`src/crt_pkg.sv`:
```
// Package for the connection rate throttle: field widths, codes, FSM states.
// Used by the top, controller and datapath; depends on nothing.
`default_nettype none
package crt_pkg;
   localparam int TableEntriesDefault = 64;
   localparam int AddrWidth = 64;
   localparam int TimeWidth = 32;
   localparam int PeriodWidth = 16;
   localparam int LimitWidth = 8;
   localparam int ExpWidth = 7;
   localparam logic [TimeWidth-1:0] DefaultExpiry = 32'd15;
   localparam logic [ExpWidth-1:0] ExpiredMax = 7'd127;

   localparam logic [1:0] VerdictDenied = 2'd0;
   localparam logic [1:0] VerdictNew = 2'd1;
   localparam logic [1:0] VerdictAllowed = 2'd2;

   localparam logic CsrPeriod = 1'b0;
   localparam logic CsrLimit = 1'b1;

   typedef enum logic [2:0] {
      ST_IDLE, ST_SCAN, ST_READ, ST_WAIT, ST_DECIDE, ST_OUT
   } state_type;

   typedef struct packed {
      logic start;      // clear scan pointer and flags, latch the item
      logic step;       // examine the slot at the pointer
      logic rd_hit;     // fetch the hit slot's attempt count
      logic commit;     // apply the connect decision
   } cmd_type;

   typedef struct packed {
      logic scan_done;
      logic is_tick;
      logic disabled;
   } status_type;
endpackage
`default_nettype wire

```
`src/crt_ctrl.sv`:
```
// Controller state machine: sequences the table scan and the result beat.
// Depends on crt_pkg.
`default_nettype none
module crt_ctrl
   import crt_pkg::*;
(
   input  wire logic       clock,
   input  wire logic       reset,
   input  wire logic       req_tvalid,
   output logic            req_tready,
   output logic            rsp_tvalid,
   input  wire logic       rsp_tready,
   output cmd_type         cmd,
   input  wire status_type status
);
   state_type state_ff, state_in;

   always_comb begin
      state_in = state_ff;
      case (state_ff)
         ST_IDLE:   if (req_tvalid) state_in = ST_READ;
         ST_READ:   state_in = (status.disabled && !status.is_tick) ? ST_OUT : ST_SCAN;
         ST_SCAN:   state_in = status.scan_done
                               ? (status.is_tick ? ST_OUT : ST_WAIT) : ST_READ;
         ST_WAIT:   state_in = ST_DECIDE;
         ST_DECIDE: state_in = ST_OUT;
         ST_OUT:    if (rsp_tready) state_in = ST_IDLE;
         default:   state_in = ST_IDLE;
      endcase
   end

   always_comb begin
      cmd = '0;
      req_tready = 1'b0;
      rsp_tvalid = 1'b0;
      case (state_ff)
         ST_IDLE:   begin
            req_tready = 1'b1;
            cmd.start  = req_tvalid;
         end
         ST_SCAN:   cmd.step = 1'b1;
         ST_WAIT:   cmd.rd_hit = 1'b1;
         ST_DECIDE: cmd.commit = 1'b1;
         ST_OUT:    rsp_tvalid = 1'b1;
         default:   cmd = '0;
      endcase
   end

   always_ff @(posedge clock) begin
      if (reset) begin
         state_ff <= ST_IDLE;
      end else begin
         state_ff <= state_in;
      end
   end

`ifndef NO_ASSERTIONS
   a_one_cmd: assert property (@(posedge clock) disable iff (reset)
      $onehot0({cmd.start, cmd.step, cmd.rd_hit, cmd.commit}))
      else $error("several commands at once");
   a_no_overlap: assert property (@(posedge clock) disable iff (reset)
      !(req_tready && rsp_tvalid))
      else $error("input taken while a result is pending");
   a_commit_out: assert property (@(posedge clock) disable iff (reset)
      cmd.commit |=> rsp_tvalid)
      else $error("commit not followed by a result");
`endif
endmodule
`default_nettype wire

```
`config.mk`:
```
export PLATFORM = sky130hd
export DESIGN_NAME = crt_ctrl
export DESIGN_NICKNAME = d
export VERILOG_FILES = /design/src/crt_pkg.sv /design/src/crt_ctrl.sv
export SDC_FILE = /design/constraint.sdc
export NUM_CORES = 1
export LEC_CHECK = 0
export BUFFER_PORTS_ARGS = -buffer_cell sky130_fd_sc_hd__buf_2
export CORE_AREA = 2 2 39 41
export CTS_CLUSTER_DIAMETER = 150
export CTS_CLUSTER_SIZE = 25
export DETAILED_ROUTE_END_ITERATION = 8
export DIE_AREA = 0 0 41 43
export PLACE_DENSITY = 0.47
export SYNTH_ARGS = -nofsm -noshare
export SYNTH_HDL_FRONTEND = slang
export SYNTH_SLANG_ARGS = --single-unit
export TNS_END_PERCENT = 100
```
`constraint.sdc`:
```
create_clock -name clock -period 1.3 [get_ports clock]
set_input_delay 0.195 -clock clock [delete_from_list [all_inputs] [get_ports clock]]
set_output_delay 0.195 -clock clock [all_outputs]
set_load 0.02 [all_outputs]
```
==> summary.md <==
| Metric | Value |
|---|---|
| Placed Cells | 53 |
| Vias in the first global route | 208 |
| Psw | 183.6 uW |
| Main combinational cell family by area after synthesis | simple AND/OR/NAND/NOR gates |
| Initial antenna violation count | 0 |
| Pre-CTS setup slack | 193.9 ps |
| Synthesis-stage register bit count | 3 |
| Core area | 0.001384 sq mm |
| Largest register FFs | 3 |
| Fin crit period | 1249 ps |
| Reg with most FFs | state_ff |
| Achievable frequency | 800.9 MHz |
| Critical-path cell list | nor3_4, and2_1, buf_6 |
| Status | complete, no violations |
| Cell variety after synth | 21 |
| Syn Area/Cell | 8.341 sq um |
| Routed vias/inst | 4.119 |
| Max clock buf depth | 2 |
| CTS sink count | 3 |
| Worst Hold End | state_ff[2] |
| Hold Crit Depth | 2 |
| Synth Cell Area | 225.2 sq um |
| Most common cell after layout, fill and taps aside | buf_2 |
| Avg WL per Cell | 9.864 um |
| CP max stage delay | 370 ps |
| Reg2reg setup slack | 250 ps |
| Most frequent cells in the layout | buf_2, clkbuf_4, buf_4 |
| Adder-Cell Fraction of Synth Area | 0% |
| CTS clk-pin slew, worst paths | 40 ps |
| Setup Skew | 1.174 ps |
| Inserted Clock Buffers | 3 |
| CTS Hold Bufs | 0 |
| VDD IR-drop max | 0.3724 mV |
| Max-Cap Viols | 0 |
| Vias | 243 |
| CP Launch Type | flip-flop |
| Routability cong. | 0.7082 |
| # IOs | 13 |
| Synth warnings | 0 |
| Least-Margin Pin Slew | 199.1 ps |
| Die width | 41 um |
| Grt total ovfl | 0 |
| TritonCTS clock tree | built |
| Drt drc | 0 |
| Gr usage total | 7.623% |
| Final hold viol count | 0 |
| H-tree levels | 1 |
| Post-synth top area cell | dfxtp_1 |
| Final setup vio count | 0 |
| Switch share | 35.29% |
| Synth top area cells | dfxtp_1, nand2b_4, nor2b_1 |
| Synth-to-Final Area Change | 60.56% |
| RR Startpoint | state_ff[2] |
| First-pass GRT wire length | 834 um |
| Largest net degree at the start of global routing | 10 |
| CP max stage cell | dfxtp_4 |
| Comb pwr share | 39.7% |
| Slew Viols, Final | 0 |
| DIE AREA | 0.001763 sq mm |
| Worst hold start | reset |
| Root Buffer | clkbuf_4 |
| WP data arrival | 1050 ps |
| Post-Syn Nets | 34 |
| Starting density of the core | 16.27% |
| Rows | 14 |
| Area share of the leading cell type in the synthesized netlist | 26.67% |
| Hold crit path type | primary input to flip-flop |
| CP max FO | 7 |
| Largest delay share family, worst path | flip-flops |
| Worst R2R Path Depth | 5 |
| Fraction of layout cells with a size suffix above 1 | 55.81% |
| Crit path from | state_ff[2] |
| Synth Area in XOR/XNOR | 3.889% |
| I/O Buffers | 12 |
| Required @ worst endpoint | 1110 ps |
| Clock latency on the worst-skew pair | 230 ps |
| Pint | 336.7 uW |
| Antenna cells | 0 |
| Finished Layout Cells | 59 |
| Clock power frac | 31.5% |
| Power Total | 520.3 uW |
| Synth Instances | 27 |
| Sequential share of the synthesized area | 26.67% |
| DRT antenna net count | 0 |
| Post-route setup slack | 51.42 ps |
| Lkg Pwr | 0.1577 nW |
| Pre-antenna DRT Iters | 4 |
| Hpwl dp | 394 um |
| Final Core Density | 26.13% |
| Synth Area in Compound Gates | 14.44% |
| Max_slew headroom | 86.60% |
| Sequential power share | 28.8% |
| Setup CP Type | flip-flop to primary output |
| Buf/Inv on CP | 1 |
| Synth Area in Simple Gates | 42.78% |
| Nets@finish | 51 |
| Die Span Y | 43 um |
| Biggest regs | state_ff x3 |
| Crit end category | primary output |
| RR Endpoint | state_ff[2] |
| Post-synthesis mux area share | 0% |
| Routed WL | 582 um |
| DRT iter0 DRCs | 3 |
| Fin crit share | 96.04% |
| Pwr Density | 1439 mW/mm^2 |
## worst max path at each step
stage | to | slack (ps) | cells after the start
after floorplan | cmd[3] | 30 | 3
after global placement | cmd[3] | 210 | 3
after detailed placement | cmd[3] | 190 | 3
after CTS | cmd[3] | 10 | 3
after global routing | cmd[3] | -0.9 | 3
final | cmd[3] | 50 | 3
## power groups by stage
| stage | logic, mW | registers (mW) | clock network [mW] |
|---|---|---|---|
| final | 0.207 | 0.150 | 0.164 |
| after global routing | 0.221 | 0.155 | 0.188 |
| after CTS | 0.186 | 0.149 | 0.173 |
| after detailed placement | 0.176 | 0.141 | 0 |
| after global placement | 0.175 | 0.141 | 0 |
| after floorplan | 0.161 | 0.113 | 0 |
## Yosys cell counts
| library cell | number |
|---|---|
| a31oi_1 | 1 |
| nor4_1 | 1 |
| dfxtp_1 | 3 |
| inv_1 | 1 |
| o221ai_1 | 1 |
| o21ai_0 | 2 |
| nor3b_1 | 1 |
| nor3_1 | 2 |
| buf_4 | 1 |
| nor2_1 | 2 |
| nand2b_4 | 1 |
| and2_1 | 1 |
| buf_6 | 1 |
| a21o_1 | 1 |
| nand3_1 | 1 |
| and2b_1 | 1 |
| nand4b_1 | 1 |
| nor2b_1 | 2 |
| nand4bb_1 | 1 |
| buf_2 | 1 |
| xnor2_1 | 1 |
## kinds of logic after synthesis
family          after synthesis
simple gates                 14
buf+inv                       4
xor+xnor                      1
compound gates                5
flops                         3
## per-stage QoR
step / instance area [sq um] / TNS (ps) / hold WS, ps
floorplan: 230.2 / 0 / 264.4
global placement: 294.0 / 0 / 396.2
detailed placement: 294.0 / 0 / 390.3
CTS: 335.3 / 0 / 131.2
global route: 361.6 / -0.9001 / 131.2
finish: 361.6 / 0 / 142.4
## worst register-to-register path: stages (launching register included)
cell and delay (ps):
dfxtp_4 370, buf_4 140, buf_4 120, nor2b_1 90, o21ai_0 80, a31oi_1 160
## area by class of cell
class / instances / area, sq um
Fill cell: 159 / 1022
Inverter: 1 / 3.754
Multi-Input combinational cell: 20 / 153.9
Sequential cell: 3 / 68.82
Timing Repair Buffer: 15 / 88.84
Tap cell: 16 / 20.02
Clock buffer: 4 / 26.28
## repair_timing
item,in CTS,in global routing
gates resized for setup,6,3
endpoints found under the setup margin,4,2
buffers inserted,0,2
pin swaps,1,2
## per-layer routing
layer  global-route usage, %  share of wire (%)
met5                       0                  0
met1                   8.974                 42
met3                   1.571                8.1
met2                   9.375                 50
met4                   10.00                  0
Power figures use the tool's default switching activity.
